## config.mk

```make
export PLATFORM = sky130hd
export DESIGN_NAME = lru_source_lockout_table_core
export DESIGN_NICKNAME = d
export VERILOG_FILES = /design/src/rtl/core/lslt_pkg.sv /design/src/rtl/core/lslt_slot.sv /design/src/rtl/core/lslt_recency.sv /design/src/rtl/core/lru_source_lockout_table_core.sv
export SDC_FILE = /design/constraint.sdc
export NUM_CORES = 1
export LEC_CHECK = 0
export BUFFER_PORTS_ARGS = -buffer_cell sky130_fd_sc_hd__buf_2
export CAP_MARGIN = 20
export CORE_ASPECT_RATIO = 0.7
export CORE_MARGIN = 2
export CORE_UTILIZATION = 63
export CTS_BUF_LIST = sky130_fd_sc_hd__clkbuf_16
export DETAILED_ROUTE_END_ITERATION = 7
export HOLD_SLACK_MARGIN = 0.02
export PLACE_DENSITY_LB_ADDON = 0.15
export SLEW_MARGIN = 20
export SYNTH_ARGS = -nofsm -noshare
export SYNTH_HDL_FRONTEND = slang
export SYNTH_SLANG_ARGS = --single-unit
```

## constraint.sdc

```tcl
create_clock -name clk -period 4.95 [get_ports clk]
set_input_delay 0.495 -clock clk [delete_from_list [all_inputs] [get_ports clk]]
set_output_delay 0.495 -clock clk [all_outputs]
set_load 0.05 [all_outputs]
```

## src/rtl/core/lslt_pkg.sv

```systemverilog
package lslt_pkg;

	localparam int TABLE_ENTRIES = 3;
	localparam int SLOT_W = (TABLE_ENTRIES > 1) ? $clog2(TABLE_ENTRIES) : 1;
	localparam int USED_W = $clog2(TABLE_ENTRIES + 1);

	localparam int ADDR_W = 32;
	localparam int COUNT_W = 16;
	localparam int TIME_W = 32;
	localparam int CFG_DATA_W = 32;
	localparam int CFG_IDX_W = 1;

	localparam logic [COUNT_W-1:0] ERROR_LIMIT_RST = 16'd10;
	localparam logic [TIME_W-1:0] LOCKOUT_SECONDS_RST = 32'd900;
	localparam logic [COUNT_W-1:0] COUNT_MAX = '1;

	typedef enum logic {
		CMD_CHECK  = 1'b0,
		CMD_RECORD = 1'b1
	} cmd_t;

	typedef enum logic [CFG_IDX_W-1:0] {
		REG_ERROR_LIMIT     = 1'b0,
		REG_LOCKOUT_SECONDS = 1'b1
	} cfg_reg_t;

	// write strobes for one table slot
	typedef struct packed {
		logic ins;  // fresh entry from a check miss
		logic rec;  // outcome record on the front entry
	} slot_wr_t;

	// lookup status from one table slot
	typedef struct packed {
		logic hit;
		logic lock;
	} slot_stat_t;

endpackage

```

## src/rtl/core/lslt_slot.sv

```systemverilog
module lslt_slot (
	input  logic                         clk,
	input  logic                         slot_valid,
	input  logic [lslt_pkg::ADDR_W-1:0]  addr,
	input  logic [lslt_pkg::TIME_W-1:0]  now,
	input  logic                         failed,
	input  logic [lslt_pkg::COUNT_W-1:0] error_limit,
	input  logic [lslt_pkg::TIME_W-1:0]  lockout_seconds,
	input  lslt_pkg::slot_wr_t           wr,
	output lslt_pkg::slot_stat_t         stat
);

	logic [lslt_pkg::ADDR_W-1:0]  addr_q;
	logic [lslt_pkg::COUNT_W-1:0] count_q;
	logic [lslt_pkg::TIME_W-1:0]  time_q;
	logic [lslt_pkg::TIME_W-1:0]  elapsed;

	// wraps mod 2^32 on purpose
	assign elapsed = now - time_q;

	assign stat.hit  = slot_valid && (addr_q == addr);
	assign stat.lock = (count_q >= error_limit) && (elapsed <= lockout_seconds);

	always_ff @(posedge clk) begin
		if (wr.ins) begin
			addr_q  <= addr;
			count_q <= '0;
			time_q  <= now;
		end else if (wr.rec) begin
			if (!failed) begin
				count_q <= '0;
			end else if (count_q != lslt_pkg::COUNT_MAX) begin
				count_q <= count_q + 1'b1;
			end
			time_q <= now;
		end
	end

endmodule

```

## src/rtl/core/lslt_recency.sv

```systemverilog
module lslt_recency (
	input  logic                                clk,
	input  logic                                arst_n,
	input  logic                                go,
	input  lslt_pkg::cmd_t                      cmd,
	input  logic [lslt_pkg::TABLE_ENTRIES-1:0]  slot_hit,
	output logic [lslt_pkg::TABLE_ENTRIES-1:0]  slot_valid,
	output lslt_pkg::slot_wr_t                  wr [lslt_pkg::TABLE_ENTRIES]
);

	logic [lslt_pkg::SLOT_W-1:0] rank_q [lslt_pkg::TABLE_ENTRIES];
	logic [lslt_pkg::SLOT_W-1:0] rank_d [lslt_pkg::TABLE_ENTRIES];
	logic [lslt_pkg::USED_W-1:0] used_q;

	logic                        hit_any;
	logic                        full;
	logic                        is_check;
	logic                        is_rec;
	logic [lslt_pkg::SLOT_W-1:0] hit_pos;
	logic [lslt_pkg::SLOT_W-1:0] hit_slot;
	logic [lslt_pkg::SLOT_W-1:0] mv_pos;
	logic [lslt_pkg::SLOT_W-1:0] mv_slot;

	assign hit_any  = |slot_hit;
	assign full     = (int'(used_q) == lslt_pkg::TABLE_ENTRIES);
	assign is_check = go && (cmd == lslt_pkg::CMD_CHECK);
	assign is_rec   = go && (cmd == lslt_pkg::CMD_RECORD) && (used_q != '0);

	// ranks always form a permutation, so at most one position matches
	always_comb begin
		hit_pos  = '0;
		hit_slot = '0;
		for (int p = 0; p < lslt_pkg::TABLE_ENTRIES; p++) begin
			if (slot_hit[rank_q[p]]) begin
				hit_pos = lslt_pkg::SLOT_W'(p);
			end
			if (slot_hit[p]) begin
				hit_slot = lslt_pkg::SLOT_W'(p);
			end
		end
	end

	// position that moves to the front, and the slot it carries
	always_comb begin
		if (hit_any) begin
			mv_pos  = hit_pos;
			mv_slot = hit_slot;
		end else if (!full) begin
			mv_pos  = used_q[lslt_pkg::SLOT_W-1:0];
			mv_slot = used_q[lslt_pkg::SLOT_W-1:0];
		end else begin
			mv_pos  = lslt_pkg::SLOT_W'(lslt_pkg::TABLE_ENTRIES - 1);
			mv_slot = rank_q[lslt_pkg::TABLE_ENTRIES-1];
		end
	end

	always_comb begin
		for (int i = 0; i < lslt_pkg::TABLE_ENTRIES; i++) begin
			if (i == 0) begin
				rank_d[i] = mv_slot;
			end else if (i <= int'(mv_pos)) begin
				rank_d[i] = rank_q[i-1];
			end else begin
				rank_d[i] = rank_q[i];
			end
		end
	end

	always_comb begin
		for (int s = 0; s < lslt_pkg::TABLE_ENTRIES; s++) begin
			slot_valid[s] = (int'(used_q) > s);
			wr[s].ins     = is_check && !hit_any && (int'(mv_slot) == s);
			wr[s].rec     = is_rec && (int'(rank_q[0]) == s);
		end
	end

	always_ff @(posedge clk or negedge arst_n) begin
		if (!arst_n) begin
			for (int i = 0; i < lslt_pkg::TABLE_ENTRIES; i++) begin
				rank_q[i] <= lslt_pkg::SLOT_W'(i);
			end
			used_q <= '0;
		end else if (is_check) begin
			rank_q <= rank_d;
			if (!hit_any && !full) begin
				used_q <= used_q + 1'b1;
			end
		end
	end

endmodule

```

## src/rtl/core/lru_source_lockout_table_core.sv

```systemverilog
// Source lockout table with least-recently-used replacement. Each request
// either checks a 32-bit source address (cmd = 0) or records the outcome of
// the last attempt on the most recent entry (cmd = 1). A check that hits moves
// the entry to the front and answers locked_out = 1 when its failure count is
// at or above error_limit and (now_seconds - its time stamp) mod 2^32 is at
// most lockout_seconds; a miss installs a fresh entry at the front, evicting
// the least recent one once all TABLE_ENTRIES slots are in use, and answers 0.
// A record raises the count (saturating at 65535) or clears it, stamps the
// time, and answers 0; on an empty table it is ignored. Every request yields
// exactly one response. Throughput is one request per clock while
// out_ready is high: a request is registered on acceptance, resolved in
// the input stage by the parallel per-slot address compares and the
// recency-list update, and its response sits in the output register.
// The input side keeps accepting while a response waits, until both the
// input stage and the output register are full. Configuration writes
// must only happen while no request is outstanding.
module lru_source_lockout_table_core (
	input  logic                            clk,
	input  logic                            arst_n,

	input  logic                            in_valid,
	output logic                            in_ready,
	input  logic                            cmd,
	input  logic [lslt_pkg::ADDR_W-1:0]     source_addr,
	input  logic                            failed,
	input  logic [lslt_pkg::TIME_W-1:0]     now_seconds,

	output logic                            out_valid,
	input  logic                            out_ready,
	output logic                            locked_out,

	input  logic                            cfg_we,
	input  logic [lslt_pkg::CFG_IDX_W-1:0]  cfg_index,
	input  logic [lslt_pkg::CFG_DATA_W-1:0] cfg_data
);

	// input stage
	logic                        valid_s1;
	lslt_pkg::cmd_t              cmd_s1;
	logic [lslt_pkg::ADDR_W-1:0] addr_s1;
	logic                        failed_s1;
	logic [lslt_pkg::TIME_W-1:0] now_s1;

	// response register
	logic out_valid_q;
	logic locked_q;

	// config registers
	logic [lslt_pkg::COUNT_W-1:0] error_limit_q;
	logic [lslt_pkg::TIME_W-1:0]  lockout_seconds_q;

	logic                                 advance;
	logic                                 lock_now;
	logic [lslt_pkg::TABLE_ENTRIES-1:0]   slot_hit;
	logic [lslt_pkg::TABLE_ENTRIES-1:0]   slot_lock;
	logic [lslt_pkg::TABLE_ENTRIES-1:0]   slot_valid;
	lslt_pkg::slot_wr_t                   slot_wr   [lslt_pkg::TABLE_ENTRIES];
	lslt_pkg::slot_stat_t                 slot_stat [lslt_pkg::TABLE_ENTRIES];

	// stage 1 resolves when the response register is free or draining
	assign advance  = valid_s1 && (!out_valid_q || out_ready);
	assign in_ready = !valid_s1 || advance;

	assign out_valid  = out_valid_q;
	assign locked_out = locked_q;

	always_comb begin
		for (int s = 0; s < lslt_pkg::TABLE_ENTRIES; s++) begin
			slot_hit[s]  = slot_stat[s].hit;
			slot_lock[s] = slot_stat[s].lock;
		end
	end

	// records always answer not locked; a miss has no hit bit set
	assign lock_now = (cmd_s1 == lslt_pkg::CMD_CHECK) && |(slot_hit & slot_lock);

	always_ff @(posedge clk or negedge arst_n) begin
		if (!arst_n) begin
			valid_s1 <= 1'b0;
		end else if (in_ready) begin
			valid_s1 <= in_valid;
		end
	end

	always_ff @(posedge clk) begin
		if (in_valid && in_ready) begin
			cmd_s1    <= lslt_pkg::cmd_t'(cmd);
			addr_s1   <= source_addr;
			failed_s1 <= failed;
			now_s1    <= now_seconds;
		end
	end

	always_ff @(posedge clk or negedge arst_n) begin
		if (!arst_n) begin
			out_valid_q <= 1'b0;
		end else if (advance) begin
			out_valid_q <= 1'b1;
		end else if (out_ready) begin
			out_valid_q <= 1'b0;
		end
	end

	always_ff @(posedge clk) begin
		if (advance) begin
			locked_q <= lock_now;
		end
	end

	always_ff @(posedge clk or negedge arst_n) begin
		if (!arst_n) begin
			error_limit_q     <= lslt_pkg::ERROR_LIMIT_RST;
			lockout_seconds_q <= lslt_pkg::LOCKOUT_SECONDS_RST;
		end else if (cfg_we) begin
			case (cfg_index)
				lslt_pkg::REG_ERROR_LIMIT: begin
					error_limit_q <= cfg_data[lslt_pkg::COUNT_W-1:0];
				end
				lslt_pkg::REG_LOCKOUT_SECONDS: begin
					lockout_seconds_q <= cfg_data[lslt_pkg::TIME_W-1:0];
				end
				default: begin
				end
			endcase
		end
	end

	// recency order, fill count and per-slot write strobes
	lslt_recency u_recency (
		.clk        (clk),
		.arst_n     (arst_n),
		.go         (advance),
		.cmd        (cmd_s1),
		.slot_hit   (slot_hit),
		.slot_valid (slot_valid),
		.wr         (slot_wr)
	);

	// one entry per slot: storage, address compare, lockout test
	for (genvar s = 0; s < lslt_pkg::TABLE_ENTRIES; s++) begin : g_slot
		lslt_slot u_slot (
			.clk             (clk),
			.slot_valid      (slot_valid[s]),
			.addr            (addr_s1),
			.now             (now_s1),
			.failed          (failed_s1),
			.error_limit     (error_limit_q),
			.lockout_seconds (lockout_seconds_q),
			.wr              (slot_wr[s]),
			.stat            (slot_stat[s])
		);
	end

endmodule

```

==> results by group, run 1 <==
Run status
  • Status: complete, no violations

GRT
  • All-layer global routing usage: 29.8%
  • Initial antenna violation count: 2
  • Largest net degree at the start of global routing: 67
  • Global-route wire length before repair: 83400 um
  • Vias in the first global route: 15.0k
  • Gr ovfl total: 0

Place
  • Number of port buffers: 106
  • Gpl congestion: 0.942
  • Post-DP HPWL: 40300 um
  • Placed Instances: 2545

Detailed routing
  • DRT Wirelength: 53800 um
  • Vias per cell: 6.05
  • Post-route DRC: 0
  • Drt wl/cell: 20.5 um
  • Vias: 15.9k
  • Iteration-0 DRC Markers: 1650
  • Post-route ant nets: 0
  • Number of detailed-route iterations in the first pass: 5

Clock tree
  • H-tree levels: 2
  • TritonCTS Sinks: 365
  • CTS root buf: clkbuf_16
  • Clock Latency Late Sink: 0.54 ns
  • # hold bufs at CTS: 0
  • CTS Buffer Depth: 3
  • Num CTS Buffers: 36
  • Clock slew at reported path FFs: 0.07 ns
  • CTS tree: done

Floorplanning
  • Starting density of the core: 64.4%
  • Die Ht: 159 um
  • I/O Pins: 107
  • Chip Width: 226 um
  • Die area: 36000 um2
  • Cell Rows: 56
  • Core region area: 33700 um2

Synthesis
  • Synth Cell Area: 21700 um2
  • Post-Synth Adder-Cell Area: 14.3%
  • Sequential share of the synthesized area: 47.0%
  • Synth Area in Compound Gates: 13.0%
  • Post-synthesis xor/xnor area fraction: 8.35%
  • Synth Area per Inst: 11.0 um2
  • Yosys warnings: 0
  • Syn Nets: 2320
  • Main combinational cell family by area after synthesis: adder cells
  • Cell taking the most area after synthesis: edfxtp_1
  • Most frequent cells after synthesis: 259 x edfxtp_1, 243 x ha_1, 178 x inv_1, 128 x xnor2_1, 117 x a21oi_1
  • Ranking of synthesized cells by area: edfxtp_1 36%, ha_1 14%, dfrtp_1 5.8%
  • Number of distinct library cells after synthesis: 90
  • Most numerous cell in the Yosys netlist: edfxtp_1
  • Register bit total from synthesis: 365
  • Mux share of post-synthesis cell area: 2.29%
  • Ys flop type: edfxtp_1
  • Top-area cell type share of the netlist area: 35.8%
  • Post-synth ARST share: 15.9%
  • Number of synthesized flops with an enable pin: 259
  • Simple-gate share of the synthesized area: 11.7%
  • Post-synthesis cell count: 1970

STA
  • Fin. Hold Viols: 0
  • Final period util: 96.6%
  • Final Slew Violations: 0
  • FMAX: 209 MHz
  • Clock skew: 0.0212 ns
  • Finish-stage setup viols: 0
  • Worst hold slack: 0.124 ns
  • Final Critical Period: 4.78 ns
  • Measured slew at the worst slew-check pin: 1.07 ns
  • Worst slew margin: 28.5%

Min path
  • Hold WC Path Type: input pin to asynchronous set/reset pin

Final layout
  • Fill cells: 2426
  • Finished Layout Cells: 2623
  • Layout cells sized above 1: 12.8%
  • NumNets Final: 2479
  • Area grow syn2layout: 11.7%

Setup path
  • WS Path Type: register to register
  • Worst Path Arrival: 5.06 ns
  • Critical path capture point type: register
  • Nature of the critical path startpoint: register
  • Worst EP required: 5.23 ns
  • CP max FO: 4

Power and ir drop
  • IR Drop Worst-Case VDD: 0.294 mV
  • Pwr dens: 386 nW/um2
  • Leak Pwr: 10.4 nW
  • Power, Total: 9.36 mW

Run
  • Max Cap Viol: 0
==> final timing paths <==
path                                                           from                                        to  slack (ns)  depth (start not counted)
max                                             now_s1[0]$_DFFE_PP_                      locked_out$_DFFE_PP_        0.17                         20
min                                                          arst_n              error_limit_q[2]$_DFFE_PN0P_        0.12                          2
max reg2reg                                     now_s1[0]$_DFFE_PP_                      locked_out$_DFFE_PP_        0.17                         20
min reg2reg                g_slot[0].u_slot.count_q[1]$_SDFFE_PP0P_  g_slot[0].u_slot.count_q[1]$_SDFFE_PP0P_        0.50                          2
max in group asynchronous                                    arst_n         lockout_seconds_q[16]$_DFFE_PN0P_        4.28                          2
min in group clk                                    now_seconds[28]                      now_s1[28]$_DFFE_PP_        0.13                          1
==> worst max-delay path, stage by stage (launching register included) <==
cell	delay (ns)
edfxtp_1	0.42
inv_1	0.13
ha_2	0.24
fa_1	0.25
nor2b_1	0.08
o21a_1	0.18
o21ai_1	0.19
a31o_1	0.23
nand2_1	0.09
and2_1	0.19
a41oi_1	0.29
xnor2_1	0.19
ha_1	0.33
nand4_1	0.19
nor3_2	0.39
o21ai_0	0.20
o211ai_1	0.21
a221o_1	0.24
a21oi_1	0.08
o211ai_1	0.25
o311ai_1	0.14
==> cell families (layout without fill, tap and decap cells) <==
kind of cell	count (synthesis)	count (layout)
and+or+nand+nor	488	488
DFF	365	365
muxes	45	45
xor gates and xnor gates	207	207
other	0	2
adders and majority gates	246	246
buffers and inverters	196	383
AOI/OAI and AO/OA	423	423
==> area by class of cell <==
type / instances / area (um2) / share of cell area [%]
repair buffers: 139 / 778 / 3.21
clock inverters: 27 / 138 / 0.568
diodes: 2 / 5.00 / 0.0206
inverters: 178 / 668 / 2.75
clock buffers: 39 / 976 / 4.02
multi-input cells: 1409 / 10900 / 45.0
flip-flops and latches: 365 / 10200 / 42.1
well taps: 464 / 581 / 2.39
==> timing repair <==
item,in CTS,in global routing
setup endpoints to repair,0,1
buffers inserted,0,10
resized for setup,0,19
==> registers in the layout, summed over array words and instances, names as in the netlist <==
signal                 cells
addr_s1                   32
cmd_s1                     1
error_limit_q             16
failed_s1                  1
g_slot.u_slot.addr_q      96
g_slot.u_slot.count_q     48
g_slot.u_slot.time_q      96
locked_out                 1
lockout_seconds_q         32
now_s1                    32
out_valid                  1
u_recency.rank_q           6
u_recency.used_q           2
valid_s1                   1
==> layout by cell type (no fill, tap or decap), types with 13 or more instances in the layout <==
cell	n
edfxtp_1	259
nor4_1	14
nor2b_1	28
or3_1	18
xnor2_1	128
buf_4	33
nand2b_1	29
nor3_1	24
a21o_1	78
and3_1	20
nor2_1	112
nand3_1	50
dfxtp_1	48
a21oi_1	114
nand4_1	48
o21a_1	20
nand2_1	95
inv_1	188
buf_2	106
clkbuf_16	39
mux2_2	33
o211ai_1	13
o21ai_0	76
ha_1	241
xor2_1	79
dfrtp_1	50
==> power breakdown <==
part | switching [mW] | internal, mW | total [mW] | leakage, nW
sequential | 0.216 | 3.65 | 3.86 | 3.45
combinational | 1.69 | 1.19 | 2.89 | 6.40
clock | 1.18 | 1.43 | 2.61 | 0.580
total | 3.09 | 6.27 | 9.36 | 10.4
==> metrics by stage <==
step	util (%)	TNS (ns)	setup WS, ns	area, um2
after floorplan	-	0	0.596	21700
after detailed placement	68.1	0	0.0575	22900
after CTS	71.4	0	0.0380	24100
after global placement	68.1	0	0.207	22900
after global routing	72.0	-0.0244	-0.0244	24300
final	72.0	0	0.167	24300
==> per-layer routing <==
layer	part of all wire [%]	wire (um)	global-route usage, %
met5	0	0	0
met4	2.4	1270	7.80
met3	8.3	4490	5.24
met2	41	22100	41.0
met1	48	26000	48.1
Power figures use the tool's default switching activity.
==> inputs of run 2 (changes only) <==
--- a/config.mk
+++ b/config.mk
@@ -5,7 +5,7 @@
 export SDC_FILE = /design/constraint.sdc
 export NUM_CORES = 1
 export LEC_CHECK = 0
-export BUFFER_PORTS_ARGS = -buffer_cell sky130_fd_sc_hd__buf_2
+export BUFFER_PORTS_ARGS = -buffer_cell sky130_fd_sc_hd__clkbuf_2
 export CAP_MARGIN = 20
 export CORE_ASPECT_RATIO = 0.7
 export CORE_MARGIN = 2
==> run 2 against run 1 <==
  * The flow now finishes with violations (design-rule violations)
  * Non-clock buffer count up 1
  * Critical path depth down 1
  * Utilization up 0.14 points
  * Hold slack worse by 0.0099 ns
  * Die area unchanged
  * Count of clock-buffer cells in the layout down 3
  * First-iteration DRC count down 14%
  * Design area up 0.20%
  * Via count down 0.64%
  * Cell count unchanged
  * Largest cell class unchanged
==> results by group, run 2 (same netlist as run 1, synthesis figures left out) <==
Detailed routing
  • Post-route DRC: 3 (was 0)
  • Post-route ant nets: 0 (unchanged)
  • Vias: 15.8k (was 15.9k)
  • Drt wl/cell: 20.3 um (was 20.5 um)
  • Iteration-0 DRC Markers: 1419 (was 1650)
  • Number of detailed-route iterations in the first pass: 8 (was 5)
  • DRT Wirelength: 53400 um (was 53800 um)
  • Vias per cell: 6.01 (was 6.05)

Power and ir drop
  • Clock share of power: 28.5% (was 27.9%)
  • Net Switching: 3.08 mW (was 3.09 mW)
  • Power Internal: 6.33 mW (was 6.27 mW)
  • Pwr dens: 387 nW/um2 (was 386 nW/um2)
  • Sw frac: 32.7% (was 33.0%)
  • Leak Pwr: 10.5 nW (was 10.4 nW)
  • IR Drop Worst-Case VDD: 0.274 mV (was 0.294 mV)
  • Logic pwr share: 30.4% (was 30.8%)
  • Part of the power in registers: 41.0% (was 41.3%)

GRT
  • All-layer global routing usage: 29.8% (about the same)
  • Global-route wire length before repair: 83100 um (was 83400 um)
  • Largest net degree at the start of global routing: 67 (unchanged)
  • Initial antenna violation count: 4 (was 2)
  • Gr ovfl total: 0 (unchanged)
  • Vias in the first global route: 15.1k (was 15.0k)

Floorplanning
  • Core region area: 33700 um2 (unchanged)
  • Chip Width: 226 um (unchanged)
  • Cell Rows: 56 (unchanged)
  • I/O Pins: 107 (unchanged)
  • Die area: 36000 um2 (unchanged)
  • Die Ht: 159 um (unchanged)
  • Starting density of the core: 64.4% (unchanged)

Setup path
  • Critical path capture point type: register (unchanged)
  • Slowest CP cell: or4b_1 (was edfxtp_1)
  • Worst Path Arrival: 5.06 ns (about the same)
  • Worst EP required: 5.23 ns (about the same)
  • Crit path cell chain: buf_4 -> ha_1 -> nor2b_4 -> o31a_2 -> nor4b_2 -> o21ai_2 -> o211ai_4 -> a21oi_2 -> o41ai_4 -> or4b_1 -> o311ai_1 -> ha_1 -> nand4_1 -> nor2_1 -> buf_4 -> and3_1 -> and4_1 -> o211ai_1 -> o311ai_1 (was inv_1 -> ha_2 -> fa_1 -> nor2b_1 -> o21a_1 -> o21ai_1 -> a31o_1 -> nand2_1 -> and2_1 -> a41oi_1 -> xnor2_1 -> ha_1 -> nand4_1 -> nor3_2 -> o21ai_0 -> o211ai_1 -> a221o_1 -> a21oi_1 -> o211ai_1 -> o311ai_1)
  • Slowest cell delay on critical path: 0.47 ns (was 0.42 ns)
  • WP buf/inv: 2 (was 1)
  • Cell family with most CP delay: compound AO/OA/AOI/OAI gates (unchanged)
  • CP max FO: 5 (was 4)
  • Nature of the critical path startpoint: register (unchanged)
  • WS Path Type: register to register (unchanged)

Min path
  • Hold WC Path Type: input pin to asynchronous set/reset pin (unchanged)

STA
  • Fin. Hold Viols: 0 (unchanged)
  • Clock skew: 0.0228 ns (was 0.0212 ns)
  • Final period util: 96.6% (about the same)
  • Worst hold slack: 0.114 ns (was 0.124 ns)
  • Final Critical Period: 4.78 ns (about the same)
  • Measured slew at the worst slew-check pin: 1.07 ns (about the same)
  • Worst slew margin: 28.5% (about the same)
  • Final Slew Violations: 0 (unchanged)
  • Finish-stage setup viols: 0 (unchanged)
  • FMAX: 209 MHz (about the same)

Final layout
  • Commonest cells after routing, fill and taps aside: 259 x edfxtp_1, 239 x ha_1, 186 x inv_1 (was 259 x edfxtp_1, 241 x ha_1, 188 x inv_1)
  • Fill cells: 2394 (was 2426)
  • Layout cells sized above 1: 13.4% (was 12.8%)
  • Finished Layout Cells: 2623 (unchanged)
  • Utilization after layout: 72.1% (was 72.0%)
  • NumNets Final: 2480 (was 2479)
  • Top flop regs: g_slot.u_slot.addr_q: 96 flops, g_slot.u_slot.time_q: 96 flops, g_slot.u_slot.count_q: 48 flops (unchanged)
  • Commonest non-fill, non-tap cell in the layout: edfxtp_1 (unchanged)
  • Area grow syn2layout: 11.9% (was 11.7%)

Place
  • Post-DP HPWL: 40300 um (about the same)
  • Number of port buffers: 106 (unchanged)
  • Placed Instances: 2545 (unchanged)
  • Gpl congestion: 0.928 (was 0.942)

Clock tree
  • CTS tree: done (unchanged)
  • H-tree levels: 2 (unchanged)
  • CTS root buf: clkbuf_16 (unchanged)
  • CTS Buffer Depth: 3 (unchanged)
  • Clock slew at reported path FFs: 0.07 ns (about the same)
  • Clock Latency Late Sink: 0.54 ns (about the same)
  • TritonCTS Sinks: 365 (unchanged)
  • Num CTS Buffers: 36 (unchanged)

Run
  • Max Cap Viol: 0 (unchanged)

Run status
  • Status: finished, violations left (was complete, no violations)
  • Failing checks: design-rule violations
==> run 2: cell types whose count changed in the layout (fill, tap and decap cells not counted), moves of 2 or more <==
cell / delta
inv_1: -2
bufinv_16: +3
ha_1: -2
o21ai_2: +2
clkinv_2: +4
clkbuf_16: -3
ha_2: +2
buf_2: -106
clkbuf_2: +106
==> run 2: worst paths after layout <==
check	startpoint	endpoint	slack, ns	cells after the start
worst max-delay path	now_s1[1]$_DFFE_PP_	locked_out$_DFFE_PP_	0.17	19
worst min-delay path	arst_n	error_limit_q[2]$_DFFE_PN0P_	0.11	2
worst max register to register	now_s1[1]$_DFFE_PP_	locked_out$_DFFE_PP_	0.17	19
worst min register to register	g_slot[2].u_slot.count_q[1]$_SDFFE_PP0P_	g_slot[2].u_slot.count_q[1]$_SDFFE_PP0P_	0.50	2
max in group asynchronous	arst_n	lockout_seconds_q[17]$_DFFE_PN0P_	4.29	2
min in group clk	source_addr[12]	addr_s1[12]$_DFFE_PP_	0.12	1
==> run 2: repair_timing <==
action | CTS | global route
setup endpoints to repair | 0 | 1
setup buffers | 0 | 11
gates resized for setup | 0 | 26
hold buffers | 0 | 0
==> run 2: final cells by class <==
| cell class | instances | area [um2] | share of cell area (%) |
|---|---|---|---|
| well taps | 464 | 581 | 2.39 |
| multi-input cells | 1409 | 10900 | 45.0 |
| diodes | 2 | 5.00 | 0.0206 |
| flip-flops and latches | 365 | 10200 | 42.0 |
| clock buffers | 36 | 901 | 3.71 |
| inverters | 178 | 668 | 2.75 |
| clock inverters | 29 | 230 | 0.947 |
| repair buffers | 140 | 786 | 3.23 |
==> run 2: worst register-to-register path: stages, from the launching register on <==
cell and delay (ns):
edfxtp_1 0.46, buf_4 0.18, ha_1 0.30, nor2b_4 0.13
o31a_2 0.31, nor4b_2 0.27, o21ai_2 0.18, o211ai_4 0.30
a21oi_2 0.17, o41ai_4 0.35, or4b_1 0.47, o311ai_1 0.11
ha_1 0.30, nand4_1 0.10, nor2_1 0.06, buf_4 0.14
and3_1 0.19, and4_1 0.15, o211ai_1 0.21, o311ai_1 0.13
==> run 2: through the flow <==
step | power, mW | area, um2 | setup WS (ns) | setup TNS [ns]
after global placement | 6.56 | 22900 | 0.200 | 0
final | 9.41 | 24300 | 0.166 | 0
after CTS | 9.35 | 24100 | 0.0445 | 0
after global routing | 9.92 | 24300 | -0.0372 | -0.0372
after floorplan | 5.85 | 21700 | 0.596 | 0
after detailed placement | 6.66 | 22900 | 0.0482 | 0
==> run 2: power by group through the flow <==
stage | Clock (mW) | Sequential (mW) | Combinational [mW]
6_report | 2.68 | 3.86 | 2.86
5_1_grt | 2.83 | 3.89 | 3.19
4_1_cts | 2.72 | 3.86 | 2.77
3_5_place_dp | 0 | 3.92 | 2.74
3_3_place_gp | 0 | 3.90 | 2.66
2_1_floorplan | 0 | 3.86 | 1.99
==> run 2: routing by layer <==
| layer | GRT usage (%) | up-vias | wire [um] |
|---|---|---|---|
| li1 | - | 7543 | - |
| met1 | 46.9 | 7592 | 25200 |
| met2 | 42.1 | 561 | 22000 |
| met3 | 6.05 | 77 | 4990 |
| met4 | 6.95 | 2 | 1160 |
| met5 | 0 | - | 13 |
